## src/rtl/sise_pkg.sv

```systemverilog
`timescale 1ns / 1ps
// ----------------------------------------------------------------------------
// sise_pkg
// Shared types, codes and helpers of the sorted integer set engine.
// ----------------------------------------------------------------------------
package sise_pkg;

    // Stored key width and default set depth
    localparam int KEY_W     = 64;
    localparam int DEPTH_DEF = 64;

    // Sign flip so unsigned key order equals signed value order
    localparam logic [KEY_W-1:0] SIGN_BIAS = {1'b1, {(KEY_W-1){1'b0}}};

    // Operation codes carried in tuser
    localparam logic [1:0] FUNC_INS = 2'd0;
    localparam logic [1:0] FUNC_REM = 2'd1;
    localparam logic [1:0] FUNC_QRY = 2'd2;

    // Storage encoding codes
    localparam logic [1:0] ENC16 = 2'd0;
    localparam logic [1:0] ENC32 = 2'd1;
    localparam logic [1:0] ENC64 = 2'd2;

    // Mode of the operation wave travelling down the cell row
    typedef enum logic [5:0] {
        MODE_INS   = 6'b000001,  // looking for the insert slot
        MODE_CARRY = 6'b000010,  // pushing displaced keys up the row
        MODE_FIND  = 6'b000100,  // lookup only, no change
        MODE_REM   = 6'b001000,  // looking for the key to drop
        MODE_DEL   = 6'b010000,  // pulling keys down the row
        MODE_PASS  = 6'b100000   // settled, outcome rides along
    } mode_t;

    // Payload of one wave stage
    typedef struct packed {
        mode_t            mode;
        logic [KEY_W-1:0] key;
        logic             ok;
    } wave_t;

    // One result word
    typedef struct packed {
        logic [1:0] width_code;
        logic [6:0] count;
        logic       full_res;
        logic       ok;
    } res_t;

    // Narrowest encoding that holds a signed value (INT16 / INT32 ranges)
    function automatic logic [1:0] need_width(input logic [KEY_W-1:0] v);
        logic fits16;
        logic fits32;
        fits16 = (v[KEY_W-1:15] == '0) || (v[KEY_W-1:15] == '1);
        fits32 = (v[KEY_W-1:31] == '0) || (v[KEY_W-1:31] == '1);
        if (fits16)
            return ENC16;
        else if (fits32)
            return ENC32;
        else
            return ENC64;
    endfunction

endpackage

```

## src/rtl/sise_cell.sv

```systemverilog
`timescale 1ns / 1ps
// ----------------------------------------------------------------------------
// sise_cell
// One slot of the sorted row: holds a key and steps the operation wave.
// ----------------------------------------------------------------------------
module sise_cell
    import sise_pkg::*;
#(
    parameter int IDX   = 0,
    parameter int CNT_W = 7
)
(
    input  logic             clk,
    input  logic             rst_n,
    input  logic [CNT_W-1:0] cnt,       // entries held, stable during a wave
    input  logic             wave_vld_in,
    input  wave_t            wave_in,
    input  logic [KEY_W-1:0] nxt_key,   // key of the next cell up
    output logic             wave_vld_out,
    output wave_t            wave_out,
    output logic [KEY_W-1:0] key
);

    localparam logic [CNT_W-1:0] IDX_C = CNT_W'(IDX);

    logic [KEY_W-1:0] key_reg;
    logic [KEY_W-1:0] key_next;
    logic             vld_reg;
    wave_t            wave_reg;
    wave_t            wave_next;
    logic             occ;
    logic             is_eq;
    logic             is_gt;

    // Slot occupancy and compare against the wave key
    assign occ   = IDX_C < cnt;
    assign is_eq = key_reg == wave_in.key;
    assign is_gt = key_reg > wave_in.key;

    // Wave step
    always_comb
    begin
        key_next  = key_reg;
        wave_next = wave_in;
        case (wave_in.mode)
            MODE_INS:
            begin
                if (!occ)
                begin
                    key_next       = wave_in.key;
                    wave_next.mode = MODE_PASS;
                    wave_next.ok   = 1'b1;
                end
                else if (is_eq)
                begin
                    wave_next.mode = MODE_PASS;
                end
                else if (is_gt)
                begin
                    key_next       = wave_in.key;
                    wave_next.key  = key_reg;
                    wave_next.mode = MODE_CARRY;
                    wave_next.ok   = 1'b1;
                end
            end
            MODE_CARRY:
            begin
                key_next = wave_in.key;
                if (!occ)
                    wave_next.mode = MODE_PASS;
                else
                    wave_next.key = key_reg;
            end
            MODE_FIND:
            begin
                if (!occ || is_gt)
                    wave_next.mode = MODE_PASS;
                else if (is_eq)
                begin
                    wave_next.mode = MODE_PASS;
                    wave_next.ok   = 1'b1;
                end
            end
            MODE_REM:
            begin
                if (!occ || is_gt)
                    wave_next.mode = MODE_PASS;
                else if (is_eq)
                begin
                    key_next       = nxt_key;
                    wave_next.mode = MODE_DEL;
                    wave_next.ok   = 1'b1;
                end
            end
            MODE_DEL:
            begin
                key_next = nxt_key;
            end
            MODE_PASS:
            begin
                wave_next = wave_in;
            end
            default:
            begin
                wave_next.mode = MODE_PASS;
            end
        endcase
        if (!wave_vld_in)
            key_next = key_reg;
    end

    // Stored key and wave payload, no reset
    always_ff @(posedge clk)
    begin
        key_reg  <= key_next;
        wave_reg <= wave_next;
    end

    // Wave valid
    always_ff @(posedge clk or negedge rst_n)
    begin
        if (!rst_n)
            vld_reg <= 1'b0;
        else
            vld_reg <= wave_vld_in;
    end

    assign wave_vld_out = vld_reg;
    assign wave_out     = wave_reg;
    assign key          = key_reg;

endmodule

```

## config.mk

```make
export PLATFORM = sky130hd
export DESIGN_NAME = sise_cell
export DESIGN_NICKNAME = d
export VERILOG_FILES = /design/src/rtl/sise_pkg.sv /design/src/rtl/sise_cell.sv
export SDC_FILE = /design/constraint.sdc
export NUM_CORES = 1
export LEC_CHECK = 0
export BUFFER_PORTS_ARGS = -buffer_cell sky130_fd_sc_hd__buf_2
export CORE_AREA = 8 8 124 126
export CTS_BUF_LIST = sky130_fd_sc_hd__clkbuf_8
export DETAILED_ROUTE_END_ITERATION = 16
export DIE_AREA = 0 0 132 134
export GPL_ROUTABILITY_DRIVEN = 0
export PLACE_DENSITY_LB_ADDON = 0.25
export SLEW_MARGIN = 25
export SYNTH_ARGS = -nofsm -noshare
export SYNTH_HDL_FRONTEND = slang
export SYNTH_SLANG_ARGS = --single-unit
```

## constraint.sdc

```tcl
create_clock -name clk -period 14.19 [get_ports clk]
set_input_delay 2.838 -clock clk [delete_from_list [all_inputs] [get_ports clk]]
set_output_delay 2.838 -clock clk [all_outputs]
set_load 0.005 [all_outputs]
```

# ---- Word-level counts from Yosys, hierarchy flattened
# Index checks and enable logic that the tools add are counted.
# W data, S select, Z words.
dict set report totals {
  out_inout_bits 136
  input_bits 145
  ff_bits 136
}
dict set report classes {
  eq_ne 11
  n_mux 23
  order_cmp 2
  n_reduce_logical 6
}
# op count
set op_table {}
lappend op_table {{$mux W64} 7}
lappend op_table {{$pmux W64 S4} 1}
lappend op_table {{$pmux W64 S2} 1}
lappend op_table {{$mux W71} 1}
lappend op_table {{$mux W65} 1}
lappend op_table {{$eq A64 B64 Y1} 1}
lappend op_table {{$gt A64 B64 Y1} 1}
lappend op_table {{$mux W6} 7}
lappend op_table {{$pmux W6 S5} 1}
lappend op_table {{$lt A1 B7 Y1 const A} 1}
lappend op_table {{$eq A6 B1 Y1 const B} 1}
lappend op_table {{$eq A6 B2 Y1 const B} 1}
lappend op_table {{$eq A6 B3 Y1 const B} 1}
lappend op_table {{$eq A6 B4 Y1 const B} 1}
lappend op_table {{$eq A6 B5 Y1 const B} 1}
lappend op_table {{$eq A6 B6 Y1 const B} 1}
lappend op_table {{$ne A3 B3 Y1 const B} 2}
lappend op_table {{$reduce_and A6 Y1} 1}
lappend op_table {{$ne A2 B2 Y1 const B} 2}
lappend op_table {{$reduce_bool A4 Y1} 1}
lappend op_table {{$reduce_or A2 Y1} 2}
lappend op_table {{$mux W1} 3}
lappend op_table {{$pmux W1 S2} 1}
lappend op_table {{$logic_not A1 Y1} 1}
lappend op_table {{$logic_or A1 B1 Y1} 1}

# ---- Longest topological paths before layout
# Gate-level depths: netlist of run 1.
dict set report logic_depth {
  depth_word 5
  depth_mapped 12
  depth_no_buf 10
}

# ---- Worst setup path before layout of run 1
# No wires, ideal clock.
dict set report synth_timing {
  kind {input-to-reg}
  start {input wave_in[15] (netlist name)}
  end {register key_reg[0] (netlist: key[0]), enable pin}
  cell_stages 8
  arrival_time_ns 7.834
  path_buffers 0
  path_slack_ns 5.849
  required_ns 13.683
  setup_time_ns 0.507
  path_cell_list {inv_1 ha_1 nand4_1 or4_1 or4_4 nor2_1 o221ai_1 a21oi_1}
}
dict set report synth_between {
  elab_chain_len 4
}
# element line
set synth_lines {}
lappend synth_lines {{start, declared} sise_cell.sv:17} ;# input wave_t wave_in,
lappend synth_lines {{$gt A64 B64 Y1} sise_cell.sv:38} ;# assign is_gt = key_reg > wave_in.key;
lappend synth_lines {{$logic_or A1 B1 Y1} sise_cell.sv:86} ;# if (!occ || is_gt)
lappend synth_lines {{$ne A2 B2 Y1 (no line)} -}
lappend synth_lines {{$reduce_and A6 Y1 (no line) *} -}
lappend synth_lines {{end signal, assigned} sise_cell.sv:115} ;# key_reg <= key_next;
lappend synth_lines {{end, declared} sise_cell.sv:26} ;# logic [KEY_W-1:0] key_reg;
# Every way passes the cells marked *; elsewhere a longest branch is shown, timed or not.
# A chain may end at the register's enable or synchronous reset.

==> reports/metrics.yaml, run 1 <==
status: "complete, no violations"
detailedRoute.firstIterationViolations: 316
grt_overflow_total: 0
vdd_ir_drop_max_uv: 57.9
max-slew-margin-rel: 0.433
crit_fanout: 38
synth.cells.most_frequent: "sky130_fd_sc_hd__nand2_1 (87), sky130_fd_sc_hd__o21ai_0 (75), sky130_fd_sc_hd__dfxtp_1 (71)"
rsz_0062_raised_after_global_routing: "no"
insertion_delay_ns: 0.43
detailroute.via_count: 5667
syn_area_um2: 6870
fin_ws_ns: 8.06
fp.dieW_um: 132
drt_first_pass_iters: 5
pwr-share-seq: 0.477
crit_type: "in -> reg"
async_flop_share: 0.00735
routed.top_layer: "met4"
yosysMostFrequentCell: "sky130_fd_sc_hd__nand2_1"
worstPathRequired_ns: 14.51
boundaryPins: 281
tritoncts: "done"
coreArea_um2: 13500
yosysSeqAreaShare: 0.491
final_antenna_net_count: 0
post-synth-top-area-fraction: 0.280
numPortBuffers: 280
ctsResizeCount: 0
synth_area_leader_cell: "sky130_fd_sc_hd__edfxtp_1"
total_number_of_yosys_warnings: 0
grt_usage: 0.209
numCtsBuffers: 17
post-place-cells: 1072
yosys.cell_types.count: 43
worstPathArrival_ns: 6.45
critical_path.startpoint_type: "primary input"
finish.net_count: 1121
min-delay-path-class: "reg -> reg"
avgSynthCellArea_um2: 10.9
floorplan.rows: 43
mappedNetlistNets: 839
grt_max_degree: 128
yosys_register_bits: 136
max_buffers_root_to_sink: 2
grt_first_pass_wirelength_um: 29500
final_cell_count_no_fill: 1106
grt_pass1_vias: 5745
syn_inst: 630
cts-hold-fix-buffers: 0
multi_input_area_um2: 3130
largest_register_ffs: 71
period_share: 0.432
post-cts-setup-buffer-count: 0
timing.final.setup_violations: 0
hpwlAfterDp_um: 14700
drive_above_1_share: 0.417
power_frac_comb: 0.115
seq_area_um2: 3370
final.setup_skew_ns: 0.0101
p_int_uw: 700
wl_met2_um: 9390
synth_ff_type: "sky130_fd_sc_hd__dfxtp_1"
share_clk_of_total_power: 0.407
fin_hold_ws_ns: 0.542
met3_length_um: 1300
setup_tns_ns: 0
p_sw_uw: 208
final_wirelength_um: 19000
max-cap-violations: 0
crit_path_end_kind: "flop"
wirelength_met1_um: 7970
filler_cell_count: 1101
p_per_area_nw_per_um2: 102
power.share.switching: 0.229
max_slew_vio_count: 0
drt_drc_violations_left: 0
synth-edff-count: 64
worst_pin_slew_ns: 0.851
cts_root_buf: "sky130_fd_sc_hd__clkbuf_8"
period_minus_slack_ns: 6.13
design.die.area_um2: 17700
hold_violations: 0
clk_pin_slew_ns: 0.07
power.leakage_nw: 4.21
place_ws_ns: 7.31
biggest_area_contributors_in_the_synthesized_netlist: "sky130_fd_sc_hd__edfxtp_1 (28%), sky130_fd_sc_hd__dfxtp_1 (21%), sky130_fd_sc_hd__ha_1 (12%)"
areaGrowthSynthToFinish_pct: 29.7
die_h_um: 134
initial_antenna_violation_count: 0
h-tree-depth: 4
viasPerCell: 5.12
routedWlPerCell_um: 17.1
fmaxAchievable_mhz: 163
floorplan.initialDensity: 0.508
cts.sink_count: 136
==> final timing paths <==
| kind | start | slack, ns | end | cells after the start |
|---|---|---|---|---|
| min in group asynchronous | rst_n | 2.16 | wave_vld_out | 1 |
| hold reg to reg | key[23] | 0.54 | wave_out[24] | 1 |
| hold / removal | key[23] | 0.54 | wave_out[24] | 1 |
| max in group asynchronous | rst_n | 11.95 | wave_vld_out | 1 |
| setup / recovery | wave_in[15] | 8.06 | wave_out[14] | 12 |
| setup reg to reg | key[14] | 10.12 | wave_out[14] | 10 |
==> power groups by stage <==
stage / Clock, mW / Sequential (mW) / Combinational, mW
floorplan: 0 / 0.444 / 0.0510
CTS: 0.377 / 0.433 / 0.106
global route: 0.394 / 0.435 / 0.117
global placement: 0 / 0.442 / 0.103
detailed placement: 0 / 0.442 / 0.105
finish: 0.370 / 0.433 / 0.105
==> stage by stage <==
stage               power, mW  instance area, µm²  utilization
detailed placement      0.547                8410        0.623
finish                  0.908                8900        0.659
global route            0.946                8900        0.659
floorplan               0.495                6870            -
global placement        0.545                8410        0.623
CTS                     0.916                8870        0.657
==> cell usage in the layout (no fill, tap or decap), types with 5 or more instances in the layout <==
cell                        synthesis  final
sky130_fd_sc_hd__buf_2              1    280
sky130_fd_sc_hd__nand2_1           87     87
sky130_fd_sc_hd__o21ai_0           75     75
sky130_fd_sc_hd__dfxtp_1           71     71
sky130_fd_sc_hd__inv_1             70     70
sky130_fd_sc_hd__ha_1              64     64
sky130_fd_sc_hd__edfxtp_1          64     64
sky130_fd_sc_hd__mux2_4            49     49
sky130_fd_sc_hd__a21oi_1           27     26
sky130_fd_sc_hd__clkbuf_8           0     19
sky130_fd_sc_hd__mux2_2            16     16
sky130_fd_sc_hd__nand4_1           14     14
sky130_fd_sc_hd__nor2_1            10     10
sky130_fd_sc_hd__nand3_1           10     10
sky130_fd_sc_hd__nor3_1             9      9
sky130_fd_sc_hd__nor2b_1            5      5
sky130_fd_sc_hd__bufinv_16          0      5
==> cell type report <==
cell class                 count  area share
clock inverter                13      0.0222
multi-input combinational    403       0.351
timing repair buffer         284       0.163
clock buffer                  19      0.0294
antenna                        1    0.000281
sequential                   136       0.378
inverter                      70      0.0297
tap                          180      0.0253
==> critical path, stage by stage <==
cell	delay, ns
sky130_fd_sc_hd__buf_2	0.09
sky130_fd_sc_hd__inv_1	0.05
sky130_fd_sc_hd__ha_1	0.31
sky130_fd_sc_hd__nand4_1	0.15
sky130_fd_sc_hd__or4_1	0.60
sky130_fd_sc_hd__a21oi_1	0.16
sky130_fd_sc_hd__nor3_1	0.07
sky130_fd_sc_hd__o21a_1	0.20
sky130_fd_sc_hd__o211ai_2	0.29
sky130_fd_sc_hd__a31o_4	0.58
sky130_fd_sc_hd__buf_4	0.64
sky130_fd_sc_hd__mux2_2	0.42
==> layer usage <==
| metal | GRT usage | vias up |
|---|---|---|
| li1 | - | 2800 |
| met1 | 0.237 | 2646 |
| met2 | 0.365 | 201 |
| met3 | 0.0647 | 20 |
| met4 | 0.0772 | 0 |
| met5 | 0 | - |
==> cell families (layout without fill, tap and decap cells) <==
family | Yosys count | count (layout) | share of synthesized area
other | 0 | 1 | 0
multiplexers | 65 | 65 | 0.133
AND/OR/NAND/NOR | 149 | 149 | 0.100
buffers and inverters | 91 | 386 | 0.0565
adder cells (fa/ha/maj) | 64 | 64 | 0.117
flip-flops | 136 | 136 | 0.491
XOR/XNOR | 1 | 1 | 0.00128
AO/OA/AOI/OAI | 124 | 124 | 0.101
Power figures use the tool's default switching activity.
==> inputs of run 2 (changes only) <==
--- a/config.mk
+++ b/config.mk
@@ -6,10 +6,10 @@
 export NUM_CORES = 1
 export LEC_CHECK = 0
 export BUFFER_PORTS_ARGS = -buffer_cell sky130_fd_sc_hd__buf_2
-export CORE_AREA = 8 8 124 126
+export CORE_AREA = 8 8 133 135
 export CTS_BUF_LIST = sky130_fd_sc_hd__clkbuf_8
 export DETAILED_ROUTE_END_ITERATION = 16
-export DIE_AREA = 0 0 132 134
+export DIE_AREA = 0 0 141 143
 export GPL_ROUTABILITY_DRIVEN = 0
 export PLACE_DENSITY_LB_ADDON = 0.25
 export SLEW_MARGIN = 25
==> constraint.sdc (replaced) <==
create_clock -name clk -period 5.3 [get_ports clk]
set_input_delay 1.06 -clock clk [delete_from_list [all_inputs] [get_ports clk]]
set_output_delay 1.06 -clock clk [all_outputs]
set_load 0.005 [all_outputs]
==> reports/metrics.yaml, run 2 (synthesized netlist as in run 1, its figures left out) <==
status: "complete, no violations"
period_minus_slack_ns: 4.13
floorplan.initialDensity: 0.440
p_per_area_nw_per_um2: 250
detailroute.via_count: 5521
min-delay-path-class: "in -> async"
h-tree-depth: 4
grt_usage: 0.190
design.die.area_um2: 20200
numCtsBuffers: 17
detailedRoute.firstIterationViolations: 220
die_h_um: 143
vdd_ir_drop_max_uv: 139
filler_cell_count: 1431
worst_pin_slew_ns: 0.880
fmaxAchievable_mhz: 242
setup_tns_ns: 0
max-cap-violations: 0
final_wirelength_um: 19300
viasPerCell: 4.83
period_share: 0.780
crit_path_end_kind: "flop"
crit_fanout: 41
rrSetupSlack_ns: 1.48
areaGrowthSynthToFinish_pct: 28.4
grt_pass1_vias: 5805
finish.net_count: 1123
boundaryPins: 281
initial_antenna_violation_count: 1
drt_first_pass_iters: 4
crit-reg2reg-launch: "key[14]"
final.setup_skew_ns: 0.0141
largest_register_ffs: 71
ctsResizeCount: 0
grt_overflow_total: 0
coreArea_um2: 15600
layout.cells.most_common_list: "sky130_fd_sc_hd__buf_2 (280), sky130_fd_sc_hd__nand2_1 (87), sky130_fd_sc_hd__o21ai_0 (75)"
rsz_0062_raised_after_global_routing: "no"
floorplan.rows: 46
cts_root_buf: "sky130_fd_sc_hd__clkbuf_8"
place_ws_ns: 0.696
grt_max_degree: 99
r2r-end: "wave_out[45]"
timing.reg2reg.worst_path_depth: 10
max_slew_vio_count: 0
drt_drc_violations_left: 0
worstPathArrival_ns: 4.45
hpwlAfterDp_um: 15200
max_buffers_root_to_sink: 2
fin_hold_ws_ns: 0.388
final_antenna_net_count: 0
fin_ws_ns: 1.17
timing.final.setup_violations: 0
max-slew-margin-rel: 0.413
routedWlPerCell_um: 16.9
critical_path.startpoint_type: "primary input"
most_common_cell_after_layout_fill_and_taps_aside: "sky130_fd_sc_hd__buf_2"
clk_pin_slew_ns: 0.07
crit_type: "in -> reg"
power.leakage_nw: 4.17
numPortBuffers: 280
tritoncts: "done"
insertion_delay_ns: 0.44
hold_violations: 0
cts-hold-fix-buffers: 0
cts.sink_count: 136
grt_first_pass_wirelength_um: 30200
post-cts-setup-buffer-count: 0
fp.dieW_um: 141
worstPathRequired_ns: 5.62
drive_above_1_share: 0.415
==> run 2: changes by cell type in the layout (fill, tap and decap cells not counted) <==
cell / before / now
sky130_fd_sc_hd__buf_6: 1 / 0
sky130_fd_sc_hd__clkinv_4: 0 / 1
sky130_fd_sc_hd__bufinv_16: 5 / 1
sky130_fd_sc_hd__clkinv_2: 4 / 7
sky130_fd_sc_hd__buf_4: 2 / 6
sky130_fd_sc_hd__inv_1: 70 / 72
sky130_fd_sc_hd__inv_6: 1 / 0
sky130_fd_sc_hd__buf_16: 1 / 0
sky130_fd_sc_hd__clkinvlp_4: 1 / 0
sky130_fd_sc_hd__clkbuf_8: 19 / 18
sky130_fd_sc_hd__inv_4: 2 / 1
sky130_fd_sc_hd__clkinv_1: 0 / 1
==> run 2: how the worst max path moves through the flow <==
stage	from	to	slack, ns	cells past startpoint
after detailed placement	wave_in[15]	wave_out[45]	0.70	12
after floorplan	wave_in[15]	key[0]	0.17	8
after global placement	wave_in[15]	wave_out[51]	0.81	12
after global routing	wave_in[58]	key[26]	0.94	11
final	wave_in[15]	wave_out[45]	1.17	12
after CTS	wave_in[15]	wave_out[45]	1.17	12
==> run 2: power breakdown <==
part,internal (mW),switching (mW)
Combinational,0.147,0.132
Clock,0.369,0.394
Sequential,1.14,0.0166
Total,1.66,0.543
==> run 2: stage by stage <==
step | cell area [µm²] | cells | utilization | total power, mW
after global placement | 8480 | 1111 | 0.544 | 1.46
final | 8820 | 1143 | 0.565 | 2.20
after detailed placement | 8480 | 1111 | 0.544 | 1.47
after global routing | 8820 | 1143 | 0.565 | 2.31
after floorplan | 6870 | 630 | - | 1.32
after CTS | 8820 | 1142 | 0.565 | 2.22
==> run 2: per-layer routing <==
layer  share of wire  vias up  track usage
li1                -     2794            -
met1            0.42     2532        0.219
met2            0.49      166        0.325
met3           0.066       29       0.0561
met4           0.023        0       0.0809
met5               0        -            0
==> run 2: worst max-delay path, cell delays in order <==
cell	delay, ns
sky130_fd_sc_hd__buf_2	0.09
sky130_fd_sc_hd__inv_1	0.04
sky130_fd_sc_hd__ha_1	0.31
sky130_fd_sc_hd__nand4_1	0.17
sky130_fd_sc_hd__or4_1	0.59
sky130_fd_sc_hd__a21oi_1	0.14
sky130_fd_sc_hd__nor3_1	0.06
sky130_fd_sc_hd__o21a_1	0.19
sky130_fd_sc_hd__o211ai_2	0.27
sky130_fd_sc_hd__a31o_4	0.77
sky130_fd_sc_hd__buf_4	0.41
sky130_fd_sc_hd__mux2_4	0.33
==> run 2: final cells by class <==
cell class | instances | area (µm²) | area share
Inverter | 70 | 264 | 0.0299
Clock inverter | 13 | 90.1 | 0.0102
Timing Repair Buffer | 286 | 1450 | 0.164
Tap cell | 216 | 270 | 0.0306
Antenna cell | 1 | 2.50 | 0.000284
Multi-Input combinational cell | 403 | 3130 | 0.355
Sequential cell | 136 | 3370 | 0.382
Clock buffer | 18 | 248 | 0.0281
==> inputs of run 3 (changes only) <==
--- a/config.mk
+++ b/config.mk
@@ -6,10 +6,10 @@
 export NUM_CORES = 1
 export LEC_CHECK = 0
 export BUFFER_PORTS_ARGS = -buffer_cell sky130_fd_sc_hd__buf_2
-export CORE_AREA = 8 8 133 135
+export CORE_AREA = 8 8 127 129
 export CTS_BUF_LIST = sky130_fd_sc_hd__clkbuf_8
 export DETAILED_ROUTE_END_ITERATION = 16
-export DIE_AREA = 0 0 141 143
+export DIE_AREA = 0 0 135 137
 export GPL_ROUTABILITY_DRIVEN = 0
 export PLACE_DENSITY_LB_ADDON = 0.25
 export SLEW_MARGIN = 25
==> constraint.sdc (replaced) <==
create_clock -name clk -period 4 [get_ports clk]
set_input_delay 0.8 -clock clk [delete_from_list [all_inputs] [get_ports clk]]
set_output_delay 0.8 -clock clk [all_outputs]
set_load 0.005 [all_outputs]
==> reports/metrics.yaml, run 3 (synthesized netlist as in run 1, its figures left out) <==
status: "complete, no violations"
min-delay-path-class: "in -> async"
detailroute.via_count: 5596
final.setup_skew_ns: 0.0113
crit_fanout: 25
period_share: 0.840
grt_pass1_vias: 5909
worst_pin_slew_ns: 0.468
crit_type: "in -> reg"
hpwlAfterDp_um: 14700
initial_antenna_violation_count: 0
drive_above_1_share: 0.438
largest_register_ffs: 71
coreArea_um2: 14200
p_sw_uw: 720
crit_path_end_kind: "flop"
critical_path.cell_chain: "buf_2 -> inv_1 -> ha_1 -> nand4_1 -> or4_1 -> a21oi_1 -> nor3_1 -> o21a_1 -> o211ai_2 -> a31o_4 -> buf_4 -> mux2_2"
numPortBuffers: 280
fin_hold_ws_ns: 0.117
cts.sink_count: 136
numCtsBuffers: 17
cts-hold-fix-buffers: 0
grt_overflow_total: 0
grt_max_degree: 128
clk_pin_slew_ns: 0.08
p_per_area_nw_per_um2: 329
most_common_cell_after_layout_fill_and_taps_aside: "sky130_fd_sc_hd__buf_2"
crit_path_slowest_cell: "sky130_fd_sc_hd__or4_1"
max_stage_delay_ns: 0.59
fmaxAchievable_mhz: 298
floorplan.rows: 44
global_route.usage.met2: 0.346
detailedRoute.firstIterationViolations: 255
filler_cell_count: 1191
seq_area_um2: 3370
final_cell_count_no_fill: 1112
p_int_mw: 2.25
share_clk_of_total_power: 0.352
design.die.area_um2: 18500
worstPathRequired_ns: 4.34
timing.final.setup_violations: 0
power_frac_comb: 0.130
areaGrowthSynthToFinish_pct: 31.2
grt_first_pass_wirelength_um: 29300
grt_busiest_layer: "met2"
fp.dieW_um: 135
routedWlPerCell_um: 16.8
max-slew-margin-rel: 0.688
drt_first_pass_iters: 4
finish.net_count: 1124
cts_root_buf: "sky130_fd_sc_hd__clkbuf_8"
floorplan.initialDensity: 0.483
die_h_um: 137
final_antenna_net_count: 0
layout.cells.most_common_list: "sky130_fd_sc_hd__buf_2 (280), sky130_fd_sc_hd__nand2_1 (87), sky130_fd_sc_hd__o21ai_0 (75)"
diodes: 0
multi_input_area_um2: 3250
max-cap-violations: 0
ctsResizeCount: 0
post-place-cells: 1080
max_slew_vio_count: 0
h-tree-depth: 4
insertion_delay_ns: 0.44
power.leakage_nw: 4.19
vdd_ir_drop_max_uv: 218
boundaryPins: 281
globalRouteMet1Util: 0.229
final_wirelength_um: 18700
rsz_0062_raised_after_global_routing: "no"
viasPerCell: 5.03
worstPathArrival_ns: 3.70
period_minus_slack_ns: 3.36
critical_path.startpoint_type: "primary input"
use_met3: 0.0631
post-cts-setup-buffer-count: 0
grt_usage: 0.201
hold_violations: 0
drt_drc_violations_left: 0
power.share.switching: 0.243
tritoncts: "done"
pwr-share-seq: 0.518
max_buffers_root_to_sink: 2
## run 3: cell count changes in the layout (fill, tap and decap cells not counted), sizes merged
| cell | delta |
|---|---|
| buf | +1 |
| clkinvlp | +3 |
| diode | -1 |
| clkbuf | +2 |
| clkinv | -4 |
## run 3: worst max-delay path: cells and delay by family
kind                     cells  cell delay (ns)
AO/OA/AOI/OAI                4             0.88
adder cells (fa/ha/maj)      1             0.32
buffers and inverters        3             0.50
multiplexers                 1             0.38
AND/OR/NAND/NOR              3             0.79
## run 3: worst paths after layout
path,startpoint,slack (ns),to,cells past startpoint
hold reg to reg,key[41],0.53,wave_out[42],1
setup / recovery,wave_in[12],0.64,wave_out[3],12
setup reg to reg,key[10],0.67,wave_out[3],10
min in group clk,wave_vld_in,0.50,wave_vld_out,1
hold / removal,rst_n,0.12,wave_vld_out,1
max in group asynchronous,rst_n,3.80,wave_vld_out,1
## run 3: metrics by stage
stage / area (µm²) / setup slack (ns) / power, mW / TNS [ns] / util
2_1_floorplan: 7030 / -0.00324 / 1.76 / -0.207 / -
3_3_place_gp: 8650 / 0.175 / 1.95 / 0 / 0.609
3_5_place_dp: 8650 / 0.149 / 1.96 / 0 / 0.609
4_1_cts: 9010 / 0.625 / 3.00 / 0 / 0.634
5_1_grt: 9010 / 0.477 / 3.11 / 0 / 0.634
6_report: 9010 / 0.639 / 2.97 / 0 / 0.634
## run 3: final cells by class
type / instances / share of cell area
flip-flops and latches: 136 / 0.374
clock buffers: 20 / 0.0306
inverters: 70 / 0.0326
well taps: 184 / 0.0256
multi-input cells: 403 / 0.361
repair buffers: 287 / 0.167
clock inverters: 12 / 0.00972
## run 3: per-layer routing
layer | routed length [µm] | vias to the layer above
met5 | 0 | -
met2 | 9080 | 214
met1 | 7650 | 2552
met3 | 1560 | 29
li1 | - | 2801
met4 | 400 | 0
## run 3: power by group through the flow
| stage | clock network, mW | logic, mW | registers (mW) |
|---|---|---|---|
| 2_1_floorplan | 0 | 0.189 | 1.57 |
| 3_3_place_gp | 0 | 0.379 | 1.57 |
| 3_5_place_dp | 0 | 0.387 | 1.57 |
| 4_1_cts | 1.07 | 0.390 | 1.54 |
| 5_1_grt | 1.13 | 0.434 | 1.54 |
| 6_report | 1.04 | 0.384 | 1.54 |
